[config.mk]
export PLATFORM = sky130hd
export DESIGN_NAME = lmba_div
export DESIGN_NICKNAME = d
export VERILOG_FILES = /design/src/rtl/legendre_multipole_bin_accumulator_macros.svh /design/src/rtl/lmba_pkg.sv /design/src/rtl/lmba_div.sv
export SDC_FILE = /design/constraint.sdc
export NUM_CORES = 1
export LEC_CHECK = 0
export BUFFER_PORTS_ARGS = -buffer_cell sky130_fd_sc_hd__buf_2
export CELL_PAD_IN_SITES_DETAIL_PLACEMENT = 1
export CELL_PAD_IN_SITES_GLOBAL_PLACEMENT = 1
export CORE_ASPECT_RATIO = 2
export CORE_MARGIN = 3
export CORE_UTILIZATION = 30
export DETAILED_ROUTE_END_ITERATION = 16
export PLACE_DENSITY = 0.66
export SLEW_MARGIN = 10
export SYNTH_ARGS = -nofsm -noshare
export SYNTH_HDL_FRONTEND = slang
export SYNTH_SLANG_ARGS = --single-unit
[constraint.sdc]
create_clock -name clk -period 3.4 [get_ports clk]
set_input_delay 0.51 -clock clk [delete_from_list [all_inputs] [get_ports clk]]
set_output_delay 0.51 -clock clk [all_outputs]
set_load 0.02 [all_outputs]
[src/rtl/legendre_multipole_bin_accumulator_macros.svh]
// ----------------------------------------------------------------------------
// Assertion macros for the Legendre multipole bin accumulator
// Shared property wrappers; they expect clk and rst_n in scope.
// ----------------------------------------------------------------------------
`ifndef LEGENDRE_MULTIPOLE_BIN_ACCUMULATOR_MACROS_SVH
`define LEGENDRE_MULTIPOLE_BIN_ACCUMULATOR_MACROS_SVH

// Check a condition at every clock edge outside reset.
`define LMBA_ASSERT(lbl, cond, msg) \
  lbl: assert property (@(posedge clk) disable iff (!rst_n) (cond)) else $error(msg);

// Check that a trigger is followed in the next cycle by a consequence.
`define LMBA_ASSERT_NEXT(lbl, pre, post, msg) \
  lbl: assert property (@(posedge clk) disable iff (!rst_n) (pre) |=> (post)) else $error(msg);

`endif

[src/rtl/lmba_pkg.sv]
// ----------------------------------------------------------------------------
// lmba_pkg
// Types, constants and coefficient tables of the multipole accumulator.
// ----------------------------------------------------------------------------
package lmba_pkg;

  localparam int unsigned DIV_STEPS = 30;
  localparam int unsigned MUL_STEPS = 24;
  localparam int unsigned N_TERMS   = 15;
  localparam int unsigned N_POLES   = 5;

  localparam logic [30:0] ONE_Q30 = 31'h4000_0000;

  localparam logic CFG_LIN_BINS = 1'b0;
  localparam logic CFG_LOG_BINS = 1'b1;

  typedef enum logic [2:0] {
    ST_IDLE,
    ST_DIV,
    ST_MUL,
    ST_TERM,
    ST_SCALE,
    ST_DONE
  } state_t;

  typedef struct packed {
    logic busy;
    logic done;
  } div_stat_t;

  typedef struct packed {
    logic signed [15:0] coef;
    logic [2:0]         k;     // 0: wn, 1..4: C2..C8
    logic               last;
  } term_t;

  // Integer Legendre combinations, one product a step, grouped by l.
  function automatic term_t term_entry(input logic [3:0] idx);
    term_t t;
    t = '{coef: 16'sd0, k: 3'd0, last: 1'b0};
    case (idx)
      4'd0:  t = '{coef:  16'sd1,     k: 3'd0, last: 1'b1};
      4'd1:  t = '{coef:  16'sd3,     k: 3'd1, last: 1'b0};
      4'd2:  t = '{coef: -16'sd1,     k: 3'd0, last: 1'b1};
      4'd3:  t = '{coef:  16'sd35,    k: 3'd2, last: 1'b0};
      4'd4:  t = '{coef: -16'sd30,    k: 3'd1, last: 1'b0};
      4'd5:  t = '{coef:  16'sd3,     k: 3'd0, last: 1'b1};
      4'd6:  t = '{coef:  16'sd231,   k: 3'd3, last: 1'b0};
      4'd7:  t = '{coef: -16'sd315,   k: 3'd2, last: 1'b0};
      4'd8:  t = '{coef:  16'sd105,   k: 3'd1, last: 1'b0};
      4'd9:  t = '{coef: -16'sd5,     k: 3'd0, last: 1'b1};
      4'd10: t = '{coef:  16'sd6435,  k: 3'd4, last: 1'b0};
      4'd11: t = '{coef: -16'sd12012, k: 3'd3, last: 1'b0};
      4'd12: t = '{coef:  16'sd6930,  k: 3'd2, last: 1'b0};
      4'd13: t = '{coef: -16'sd1260,  k: 3'd1, last: 1'b0};
      4'd14: t = '{coef:  16'sd35,    k: 3'd0, last: 1'b1};
      default: t = '{coef: 16'sd0, k: 3'd0, last: 1'b1};
    endcase
    return t;
  endfunction

  // (2l+1)/2^m scale numerators and shifts per multipole.
  function automatic logic [4:0] scale_num(input logic [2:0] grp);
    logic [4:0] n;
    case (grp)
      3'd0:    n = 5'd1;
      3'd1:    n = 5'd5;
      3'd2:    n = 5'd9;
      3'd3:    n = 5'd13;
      3'd4:    n = 5'd17;
      default: n = 5'd1;
    endcase
    return n;
  endfunction

  function automatic logic [2:0] scale_shift(input logic [2:0] grp);
    logic [2:0] s;
    case (grp)
      3'd0:    s = 3'd0;
      3'd1:    s = 3'd1;
      3'd2:    s = 3'd3;
      3'd3:    s = 3'd4;
      3'd4:    s = 3'd7;
      default: s = 3'd0;
    endcase
    return s;
  endfunction

endpackage

[src/rtl/lmba_div.sv]
// ----------------------------------------------------------------------------
// lmba_div
// Restoring divider: one quotient bit a cycle, Q0.30 fraction of num/den.
// ----------------------------------------------------------------------------
module lmba_div (
  input  logic                    clk,
  input  logic                    rst_n,
  input  logic                    start,
  input  logic [47:0]             num,
  input  logic [47:0]             den,
  output lmba_pkg::div_stat_t     stat,
  output logic [29:0]             quot
);

  logic [47:0] rem_r, rem_nxt;
  logic [47:0] den_r;
  logic [29:0] q_r, q_nxt;
  logic [4:0]  cnt_r, cnt_nxt;
  logic        busy_r, busy_nxt;
  logic        done_r, done_nxt;
  logic [48:0] rem2;

  always_comb begin
    rem2     = {rem_r, 1'b0};
    rem_nxt  = rem_r;
    q_nxt    = q_r;
    cnt_nxt  = cnt_r;
    busy_nxt = busy_r;
    done_nxt = 1'b0;
    if (start) begin
      rem_nxt  = num;
      q_nxt    = '0;
      cnt_nxt  = '0;
      busy_nxt = 1'b1;
    end else if (busy_r) begin
      // rem stays below den, so the doubled value fits 49 bits
      if (rem2 >= {1'b0, den_r}) begin
        rem_nxt = 48'(rem2 - {1'b0, den_r});
        q_nxt   = {q_r[28:0], 1'b1};
      end else begin
        rem_nxt = rem2[47:0];
        q_nxt   = {q_r[28:0], 1'b0};
      end
      cnt_nxt = cnt_r + 5'd1;
      if (cnt_r == 5'(lmba_pkg::DIV_STEPS - 1)) begin
        busy_nxt = 1'b0;
        done_nxt = 1'b1;
      end
    end
  end

  always_ff @(posedge clk) begin
    if (!rst_n) begin
      busy_r <= 1'b0;
      done_r <= 1'b0;
      cnt_r  <= '0;
    end else begin
      busy_r <= busy_nxt;
      done_r <= done_nxt;
      cnt_r  <= cnt_nxt;
    end
  end

  always_ff @(posedge clk) begin
    rem_r <= rem_nxt;
    q_r   <= q_nxt;
    if (start) begin
      den_r <= den;
    end
  end

  assign stat.busy = busy_r;
  assign stat.done = done_r;
  assign quot      = q_r;

endmodule

==> Word level (Yosys, flattened, before mapping) <==
Cells that the tools add are included.
{ "totals": {"inputBits": 99, "out_inout_bits": 32, "register_bits": 133, "elab_cells": 23} }
{ "classes": {"n_lt_le_gt_ge": 1, "n_eq_ne": 1, "n_mux": 8, "n_reduce_logical": 3, "addsub": 2, "bitwise": 2} }
{ "op_table": {"columns": ["op", "count"], "rows": [
  ["2-to-1 mux 48 bit", 3],
  ["greater-or-equal comparator 49 x 48 -> 1 bit", 1],
  ["subtractor 48 bit", 1],
  ["adder 5 x 1 -> 5 bit (second input constant)", 1],
  ["equality test 5 bit (second input constant)", 1],
  ["2-to-1 mux 1 bit", 5],
  ["OR reduction 3 bit", 1],
  ["NOT 1 bit", 2],
  ["nonzero test 2 bit", 1],
  ["OR reduction 2 bit", 1]
]} }

==> Longest topological paths before layout <==
Gate-level depths: netlist of the first run.
{ "logic_depth": {"ltp_word": 4, "depth_mapped": 14, "depth_no_buf": 11} }

==> Least setup slack after synthesis of the first run <==
No wires, ideal clock.
{ "synth_timing": {"kind": "register -> register", "start": "register rem_r[1]", "end": "register rem_r[44] (data pin)", "path_stages_with_launch": 11, "required_ps": 3139, "arrival_ps": 2560, "period_less_slack_ps": 2821, "setup_ps": 261, "path_buffers": 0, "setup_slack_ps": 579, "cell_sequence": "edfxtp_1 -> ha_1 -> nor2b_1 -> o2111ai_1 -> a31oi_1 -> a221oi_2 -> o21a_1 -> o21ai_2 -> a2111o_1 -> and3_1 -> a221o_1"} }
{ "synth_via": {"elab_chain_cells": 4, "elab_cells_between_ends": 5, "classes_between": "add/sub: 1; order compare: 1; mux: 3"} }
{ "synth_rtl": {"columns": ["item", "line_no", "source"], "rows": [
  ["start: declaration", "lmba_div.sv:15", "logic [47:0] rem_r, rem_nxt;"],
  ["start signal: assignment", "lmba_div.sv:65", "rem_r <= rem_nxt;"],
  ["subtractor 48 bit / greater-or-equal comparator 49 x 48 -> 1 bit (equally long branches)", "lmba_div.sv:38, lmba_div.sv:37", null],
  ["2-to-1 mux 48 bit (*)", "lmba_div.sv:37", "if (rem2 >= {1'b0, den_r}) begin"],
  ["2-to-1 mux 48 bit (*)", "lmba_div.sv:35", "end else if (busy_r) begin"],
  ["2-to-1 mux 48 bit (*)", "lmba_div.sv:30", "if (start) begin"],
  ["net rem_nxt[44]", "lmba_div.sv:15", null]
]} }
Mark *: on every way through the listed nets, which the timed path passes. The rest lies on a longest branch. The select of a mux whose other input is x is not followed.
A chain may end at the register's enable or synchronous reset.

==> Worst setup path in the final report of the first run <==
{ "layout_timing": {"start": "register rem_r[29]", "end": "register rem_r[31] (data pin)"} }
The elaborated chain is that of the path after synthesis.

==> impl_metrics.json, run 1 <==
{
  "clock-sinks": 133,
  "synth_cells": 898,
  "clk_latency_ps": 460,
  "p_leak_nw": 4.42,
  "start_util_pct": 30.7,
  "power_density_nw_per_um2": 687,
  "drtIter0Drc": 328,
  "antenna_cells": 0,
  "cp-end-kind": "flop",
  "via_per_inst": 5.20,
  "ys_warn_count": 0,
  "critPathKind": "reg -> reg",
  "async_reset_ff_share_pct": 0,
  "period_share_pct": 94.5,
  "crit_end": "rem_r[31]",
  "dp_hpwl_microns": 20400,
  "crit_required_ps": 3610,
  "num_rows": 85,
  "synth_edf_count": 96,
  "grt-ovfl-total": 0,
  "grt_pass1_vias": 8039,
  "status": "finished clean",
  "io_buffers": 130,
  "yosys.area.top_type": "edfxtp_1",
  "tightest_slew_ps": 676,
  "min_period_ps": 3210,
  "cp-start-kind": "flop",
  "path_clk_slew_ps": 70,
  "placed_cells": 1366,
  "worstHoldPathCells": 1,
  "routed_wl_microns": 26400,
  "fin_skew_ps": 18.1,
  "vdd_ir_drop_max_v": 0.000372,
  "cts-buffers-inserted": 17,
  "dr_total_vias": 7270,
  "grt_use_total_pct": 18.1,
  "fp.dieArea_sq_um": 29900,
  "cp.arrival_ps": 3420,
  "worst_slack_ps": 188,
  "place_congestion": 0.869,
  "core_area_sq_um": 27100,
  "grt_max_degree": 114,
  "drive_gt1_share_pct": 21.0,
  "finalNonFillerCells": 1398,
  "cts_max_path_buffers": 2,
  "drcViolationCount": 0,
  "fin_nets": 1187,
  "yosysSeqAreaShare_pct": 43.5,
  "timing.fmax_ghz": 0.311,
  "io_pins": 131,
  "drtAntennaViolNets": 0,
  "ys_seq_elements": 133,
  "syn-num-nets": 1048,
  "synth_top_area_share_pct": 34.6,
  "antenna_found_initial": 2,
  "report.final.slew_viol_count": 0,
  "synth-main-ff-cell": "edfxtp_1",
  "ff2ff_path_depth": 11,
  "synth.area.top_cells": "edfxtp_1, dfxtp_1, ha_1",
  "area_growth_syn_to_layout_pct": 22.0,
  "syn_area_per_cell_sq_um": 9.27,
  "setup_viol": 0,
  "rrSetupSlack_ps": 190,
  "netlist_top_cells_count": "nor2_1, edfxtp_1, nand2_1",
  "ys_types": 75,
  "hold_viol_final": 0,
  "dieHeight_microns": 242,
  "ctsRootBufferMaster": "clkbuf_16",
  "synthesis.area_sq_um": 8330,
  "r2r_start": "rem_r[29]",
  "post-place-ws_ps": 125,
  "cts_tree": "yes",
  "worst-path-max-fanout": 20,
  "worst_hold_path_type": "in -> reg",
  "cp-startpoint": "rem_r[29]",
  "detail_route.wl_per_cell_microns": 18.9,
  "grt_pass1_wl_microns": 41200,
  "firstDrtPassIters": 4,
  "timing.rr.end": "rem_r[31]",
  "die_w_microns": 124,
  "max_slew_margin_pct": 54.4,
  "maxCapViolCount": 0,
  "ctsHtreeMaxLevel": 4,
  "yosysMostFrequentCell": "nor2_1"
}
## flip-flops by register name, summed over array words and instances, names as in the netlist
signal,count
busy_r,1
cnt_r,5
den_r,48
done_r,1
quot,30
rem_r,48
## layer usage
| metal | wire length [microns] | vias up | GRT usage [%] |
|---|---|---|---|
| met4 | 1430 | 4 | 11.5 |
| met3 | 982 | 67 | 3.53 |
| met2 | 15000 | 151 | 34.2 |
| met1 | 8990 | 3518 | 16.8 |
| met5 | 30 | - | 0 |
| li1 | - | 3530 | - |
## where the power goes
group	internal [mW]	switching (mW)	total (mW)
logic	1.15	1.73	2.88
clock network	1.22	0.758	1.98
registers	2.01	0.118	2.13
total	4.38	2.60	6.98
## stage by stage
| step | hold WS (ps) | utilization, % | TNS [ps] | area (sq um) | power (mW) |
|---|---|---|---|---|---|
| 2_1_floorplan | 465 | - | 0 | 8330 | 4.08 |
| 3_3_place_gp | 476 | 35.1 | 0 | 9510 | 4.97 |
| 3_5_place_dp | 491 | 35.1 | 0 | 9510 | 5.01 |
| 4_1_cts | 202 | 37.3 | 0 | 10100 | 7.03 |
| 5_1_grt | 219 | 37.5 | -6.44 | 10200 | 7.41 |
| 6_report | 229 | 37.5 | 0 | 10200 | 6.98 |
## area by class of cell
class / count / area (sq um)
Sequential cell: 133 / 3620
Tap cell: 348 / 435
Multi-Input combinational cell: 646 / 4250
Clock buffer: 18 / 429
Fill cell: 3207 / 17000
Timing Repair Buffer: 165 / 953
Clock inverter: 14 / 184
Inverter: 74 / 278
## logic make-up after synthesis
group / Yosys count / share of synthesized area (%)
xor+xnor: 33 / 3.47
buf+inv: 119 / 5.83
compound gates: 233 / 18.7
flops: 133 / 43.5
mux: 32 / 3.86
simple gates: 297 / 16.9
fa+ha+maj: 51 / 7.75
## worst max-delay path, stage by stage, from the launching register on
cell and delay, ps:
edfxtp_1 410, ha_1 380, a21o_1 210, a21o_1 180, a21o_1 210, nand4bb_4 230, a31oi_4 280, nor3_4 100
or2_1 300, buf_12 180, and3_1 170, o32a_1 320
## cell usage in the layout (no fill, tap or decap), drive strengths merged, types with 8 or more instances in the layout
master    n
buf     165
nor2    102
nand2    97
edfxtp   96
a21oi    76
inv      75
ha       50
dfxtp    37
a31oi    34
mux2i    31
o21ai    31
a21o     26
xnor2    19
nand4    18
clkbuf   18
nand3    17
xor2     14
nor3     12
or3       8
and3      8
## worst min-delay path by stage
stage	start	endpoint	slack [ps]
floorplan	cnt_r[4]	done_r	470
global placement	quot[29]	quot[29]	480
detailed placement	quot[29]	quot[29]	490
CTS	den[11]	den_r[11]	200
global route	den[14]	den_r[14]	220
finish	den[11]	den_r[11]	230
## repair_timing
action / in CTS / in global routing
buffers inserted: 0 / 0
hold endpoints to repair: 0 / 0
hold buffers: 0 / 0
resized for setup: 0 / 6
endpoints found under the setup margin: 0 / 11
Note: power is estimated with default switching activity, not from simulation.
==> run 2, diff against run 1 <==
--- a/config.mk
+++ b/config.mk
@@ -5,6 +5,7 @@
 export SDC_FILE = /design/constraint.sdc
 export NUM_CORES = 1
 export LEC_CHECK = 0
+export ABC_AREA = 1
 export BUFFER_PORTS_ARGS = -buffer_cell sky130_fd_sc_hd__buf_2
 export CELL_PAD_IN_SITES_DETAIL_PLACEMENT = 1
 export CELL_PAD_IN_SITES_GLOBAL_PLACEMENT = 1
@@ -12,7 +13,8 @@
 export CORE_MARGIN = 3
 export CORE_UTILIZATION = 30
 export DETAILED_ROUTE_END_ITERATION = 16
-export PLACE_DENSITY = 0.66
+export PLACE_DENSITY = 0.68
+export REMOVE_ABC_BUFFERS = 1
 export SLEW_MARGIN = 10
 export SYNTH_ARGS = -nofsm -noshare
 export SYNTH_HDL_FRONTEND = slang
==> run 2 against run 1 <==
  * Clock power decreased by 7%
  * Non-clock buffer count decreased by 24
  * Final area increased by 14%
  * Combinational power increased by 7%
  * Global-route usage increased by 2.3 points
  * Critical path type unchanged
  * Critical endpoint is now rem_r[46]
  * Largest power group unchanged
==> impl_metrics.json, run 2 <==
{
  "synth_compound_area_share_pct": 4.42,
  "cpPeakStageDelay_ps": 460,
  "ctsRootBufferMaster": "clkbuf_16",
  "grt_use_total_pct": 20.4,
  "cts-hold-fix-buffers": 0,
  "detail_route.wl_per_cell_microns": 17.3,
  "report.final.slew_viol_count": 0,
  "io_pins": 131,
  "synth-main-ff-cell": "edfxtp_1",
  "final_area_sq_um": 11600,
  "syn_area_per_cell_sq_um": 6.71,
  "synthesis.area_sq_um": 9940,
  "crit_top_cell": "nand2_1",
  "vdd_ir_drop_max_v": 0.000370,
  "r2r_start": "rem_r[41]",
  "critPathBufInv": 2,
  "async_reset_ff_share_pct": 0,
  "routed_wl_microns": 35400,
  "final.setup.tns_ps": 0,
  "clock-sinks": 133,
  "antenna_cells": 0,
  "cts_tree": "yes",
  "power_density_nw_per_um2": 603,
  "dieHeight_microns": 263,
  "synth_fa_ha_area_share_pct": 6.49,
  "total_power_mw": 7.00,
  "drtIter0Drc": 303,
  "ys_warn_count": 0,
  "cts_max_path_buffers": 2,
  "place_congestion": 0.946,
  "drcViolationCount": 0,
  "min_period_ps": 3050,
  "min_to": "den_r[17]",
  "cp-end-kind": "flop",
  "rrSetupSlack_ps": 350,
  "critPathKind": "reg -> reg",
  "period_share_pct": 89.7,
  "drtAntennaViolNets": 0,
  "yosysSeqAreaShare_pct": 36.4,
  "fp.dieArea_sq_um": 35500,
  "maxCapViolCount": 0,
  "start_util_pct": 30.6,
  "grt-ovfl-total": 0,
  "synthSimpleGateAreaFrac_pct": 36.0,
  "muxShareOfSynthArea_pct": 0,
  "hold_viol_final": 0,
  "area_growth_syn_to_layout_pct": 16.8,
  "dr_total_vias": 9403,
  "drive_gt1_share_pct": 13.0,
  "hold_start": "den[17]",
  "fin_hold_ws_ps": 230,
  "yosys.area.top_type": "edfxtp_1",
  "synth_edf_count": 96,
  "dpl-instance-area_sq_um": 11000,
  "io_buffers": 130,
  "cts-buffers-inserted": 17,
  "post_cts_buffers": 0,
  "rsz0062_at_grt": "no",
  "worst-path-max-fanout": 35,
  "ys_seq_elements": 133,
  "synth.area.top_cells": "edfxtp_1, nand2_1, inv_1",
  "path_clk_slew_ps": 70,
  "ctsHtreeMaxLevel": 4,
  "clk_latency_ps": 450,
  "grt_pass1_wl_microns": 55600,
  "grt_pass1_vias": 10500,
  "worstHoldPathCells": 1,
  "ys_types": 38,
  "cp.arrival_ps": 3250,
  "p_leak_nw": 6.16,
  "core_area_sq_um": 32500,
  "crit_required_ps": 3600,
  "worst_hold_path_type": "in -> reg",
  "dp_hpwl_microns": 29400,
  "num_rows": 93,
  "critical_path_depth": 12,
  "timing.rr.end": "rem_r[46]",
  "yosysMostFrequentCell": "nand2_1",
  "die_w_microns": 135,
  "final_common_cell": "nand2_1",
  "status": "finished clean",
  "grt_max_degree": 71,
  "mostFrequentLayoutCells": "nand2_1, inv_1, buf_2, nand3_1, edfxtp_1",
  "timing.fmax_ghz": 0.328,
  "antenna_found_initial": 0,
  "synth_xor_area_share_pct": 2.03,
  "crit_chain": "ha_1 -> a21oi_1 -> o21ai_1 -> a21oi_1 -> nand3_2 -> nor2_4 -> buf_12 -> nand3_1 -> nand2_1 -> inv_1 -> nand2_1 -> nand2_1",
  "synth_top_area_share_pct": 29.0,
  "netlist_top_cells_count": "nand2_1, inv_1, nand3_1",
  "setup_viol": 0,
  "firstDrtPassIters": 5,
  "cp-start-kind": "flop",
  "tightest_slew_ps": 967,
  "ff2ff_path_depth": 12,
  "max_slew_margin_pct": 35.3,
  "synth_cells": 1482,
  "cts_resized": 0,
  "fin_skew_ps": 14.2,
  "cp_slowest_cell": "nor2_4",
  "via_per_inst": 4.59,
  "critPathTopFamily": "simple AND/OR/NAND/NOR gates",
  "fin_nets": 1757,
  "synth_top_family_by_area": "simple AND/OR/NAND/NOR gates"
}
-- run 2: changes by cell type in the layout (fill, tap and decap cells not counted), moves of 13 or more --
cell      delta
o21ai_0     -17
a21o_1      -26
a21oi_1     -40
a31oi_1     -33
nor2_1      -14
xor2_1      -13
inv_1      +241
nand3_1     +84
buf_4       -25
mux2i_1     -31
nand3b_1    +42
o22ai_1     +28
nand2_1    +463
-- run 2: how the worst max path moves through the flow --
stage / startpoint / to / slack (ps)
after floorplan: rem_r[39] / rem_r[0] / 680
after global placement: rem_r[41] / rem_r[44] / 380
final: rem_r[41] / rem_r[46] / 350
after CTS: rem_r[41] / rem_r[44] / 310
after global routing: rem_r[43] / rem_r[47] / 150
after detailed placement: rem_r[41] / rem_r[44] / 320
-- run 2: final cells by class --
| cell class | instances | area (sq um) |
|---|---|---|
| clock buffers | 18 | 450 |
| clock inverters | 14 | 126 |
| fillers | 4200 | 20900 |
| inverters | 327 | 1230 |
| multi-input cells | 987 | 4870 |
| flip-flops and latches | 133 | 3620 |
| well taps | 427 | 534 |
| repair buffers | 141 | 786 |
-- run 2: routing by layer --
layer	part of all wire, %	global-route usage, %	wire (microns)	up-vias
met3	2.4	3.02	843	38
li1	-	-	-	4805
met5	0	0	0	-
met2	61	43.4	21700	124
met4	2.8	7.25	974	0
met1	33	18.4	11800	4436
-- run 2: worst register-to-register path, delay by kind of cell, from the launching register on --
kind	cells	cell delay, ps
adder cells (fa/ha/maj)	1	380
flip-flops	1	390
AND/OR/NAND/NOR	6	930
buffers and inverters	2	340
AO/OA/AOI/OAI	3	760
-- run 2: kinds of logic after synthesis --
family,after synthesis
adders and majority gates,51
AOI/OAI and AO/OA,77
DFF,133
and+or+nand+nor,836
xor gates and xnor gates,23
buffers and inverters,362
-- run 2: through the flow --
step | instances | utilization, % | worst slack (ps)
5_1_grt | 2047 | 35.8 | 152
2_1_floorplan | 1447 | - | 677
4_1_cts | 2047 | 35.8 | 307
3_3_place_gp | 2015 | 34.0 | 376
6_report | 2047 | 35.8 | 350
3_5_place_dp | 2015 | 34.0 | 322
-- run 2: where the power goes --
group | total [mW] | switching, mW | internal (mW)
Clock | 1.84 | 0.833 | 1.01
Combinational | 3.08 | 2.06 | 1.02
Sequential | 2.08 | 0.0933 | 1.98
==> run 3, diff against run 2 <==
--- a/config.mk
+++ b/config.mk
@@ -10,7 +10,7 @@
 export CELL_PAD_IN_SITES_DETAIL_PLACEMENT = 1
 export CELL_PAD_IN_SITES_GLOBAL_PLACEMENT = 1
 export CORE_ASPECT_RATIO = 2
-export CORE_MARGIN = 3
+export CORE_MARGIN = 2
 export CORE_UTILIZATION = 30
 export DETAILED_ROUTE_END_ITERATION = 16
 export PLACE_DENSITY = 0.68
==> run 3 against run 2 <==
  * Worst setup slack better by 290 ps
  * Fmax rose by 10%
  * Clock-buffer cell count increased by 1
  * Wire length rose by 0.42%
  * Core utilization fell by 0.24 points
  * Critical endpoint is now rem_r[47]
==> impl_metrics.json, run 3 (synthesis gave the netlist of run 2 again) <==
{
  "path_clk_slew_ps": 70,
  "cp-start-kind": "flop",
  "min_period_ps": 2760,
  "drtAntennaViolNets": 0,
  "cts_resized": 0,
  "critPathBufInv": 3,
  "cts_tree": "yes",
  "firstDrtPassIters": 6,
  "maxCapViolCount": 0,
  "r2r_start": "rem_r[39]",
  "max_slew_margin_pct": 58.5,
  "vdd_ir_drop_max_v": 0.000418,
  "num_rows": 94,
  "dr_total_vias": 9489,
  "grt_max_degree": 53,
  "detail_route.wl_per_cell_microns": 17.3,
  "cp.arrival_ps": 2970,
  "dp_hpwl_microns": 29600,
  "drcViolationCount": 0,
  "power_density_nw_per_um2": 606,
  "ctsRootBufferMaster": "clkbuf_16",
  "grt_pass1_wl_microns": 54800,
  "cts_max_path_buffers": 2,
  "worst_hold_path_type": "in -> reg",
  "fin_nets": 1761,
  "antenna_found_initial": 0,
  "final_common_cell": "nand2_1",
  "fin_hold_ws_ps": 225,
  "start_util_pct": 30.3,
  "fin_skew_ps": 12.1,
  "period_share_pct": 81.3,
  "critPathKind": "reg -> reg",
  "worstHoldPathCells": 1,
  "critPathTopFamily": "simple AND/OR/NAND/NOR gates",
  "clock-sinks": 133,
  "cp-end-kind": "flop",
  "rsz0062_at_grt": "no",
  "status": "finished clean",
  "crit_top_cell": "nand2_1",
  "crit_chain": "ha_1 -> nand2_1 -> inv_2 -> a21oi_1 -> nand2_1 -> nand2_1 -> nand3_2 -> nor2_4 -> buf_12 -> nand3_1 -> nand2_1 -> inv_1 -> nand2_1 -> nand2_1",
  "post_cts_buffers": 0,
  "io_pins": 131,
  "final.setup.tns_ps": 0,
  "setup_viol": 0,
  "cpPeakStageDelay_ps": 410,
  "io_buffers": 130,
  "hold_viol_final": 0,
  "cts-hold-fix-buffers": 0,
  "timing.rr.end": "rem_r[47]",
  "clk_latency_ps": 460,
  "routed_wl_microns": 35500,
  "mostFrequentLayoutCells": "nand2_1, inv_1, buf_2, nand3_1, edfxtp_1",
  "placed_cells": 2024,
  "rrSetupSlack_ps": 640,
  "cp_slowest_cell": "edfxtp_1",
  "dieHeight_microns": 261,
  "worst-path-max-fanout": 37,
  "place_congestion": 0.939,
  "nFillCells": 4260,
  "grt_use_total_pct": 21.0,
  "hold_start": "den[21]",
  "drive_gt1_share_pct": 13.2,
  "p_leak_nw": 6.18,
  "antenna_cells": 0,
  "area_growth_syn_to_layout_pct": 17.3,
  "crit_required_ps": 3610,
  "fp.dieArea_sq_um": 34700,
  "drtIter0Drc": 241,
  "timing.fmax_ghz": 0.362,
  "grt-ovfl-total": 0,
  "total_power_mw": 7.06,
  "core_area_sq_um": 32800,
  "cts-buffers-inserted": 17,
  "tightest_slew_ps": 622,
  "ctsHtreeMaxLevel": 4,
  "grt_pass1_vias": 10300,
  "die_w_microns": 133,
  "via_per_inst": 4.62,
  "report.final.slew_viol_count": 0,
  "min_to": "den_r[21]",
  "ff2ff_path_depth": 14,
  "finalNonFillerCells": 2056
}
run 3: cell count changes in the layout (fill, tap and decap cells not counted):
cell / before / now
buf_4: 8 / 12
clkbuf_8: 0 / 1
clkinv_2: 1 / 0
inv_8: 4 / 5
clkinv_4: 3 / 2
run 3: per-layer routing:
layer  GRT usage, %  up-vias  wire length (microns)
met3           2.92       63                    764
met5              0        -                      0
met2           44.6      136                  21000
met4           11.0        0                   1670
li1               -     4809                      -
met1           18.3     4481                  12100
run 3: worst max path at each step:
stage                          from        end  slack [ps]  cells past startpoint
after floorplan           rem_r[39]   rem_r[0]         680                     11
after global placement     rem_r[7]  rem_r[38]         670                     16
after detailed placement  rem_r[39]  rem_r[47]         630                     14
after CTS                 rem_r[39]  rem_r[47]         610                     14
after global routing      rem_r[39]  rem_r[47]         420                     14
final                     rem_r[39]  rem_r[47]         640                     14
run 3: through the flow:
step | instance area (sq um) | util [%] | setup WS [ps]
global placement | 11100 | 33.7 | 669
floorplan | 9720 | - | 677
detailed placement | 11100 | 33.7 | 632
CTS | 11700 | 35.5 | 615
global route | 11700 | 35.5 | 418
finish | 11700 | 35.5 | 637
run 3: cell type report:
type	instances	area (sq um)	area share (%)
clock buffers	19	464	3.98
clock inverters	13	124	1.06
inverters	327	1230	10.5
multi-input cells	987	4870	41.7
flip-flops and latches	133	3620	31.1
well taps	432	541	4.64
repair buffers	145	816	7.00
run 3: worst reg2reg max path, stage by stage (launching register included):
cell	delay, ps
edfxtp_1	410
ha_1	380
nand2_1	190
inv_2	50
a21oi_1	280
nand2_1	150
nand2_1	90
nand3_2	90
nor2_4	250
buf_12	250
nand3_1	140
nand2_1	80
inv_1	50
nand2_1	60
nand2_1	50
run 3: where the power goes:
part	leakage [nW]	internal, mW	switching [mW]
clock	0.295	1.03	0.858
combinational	4.63	1.04	2.05
sequential	1.26	1.98	0.0975
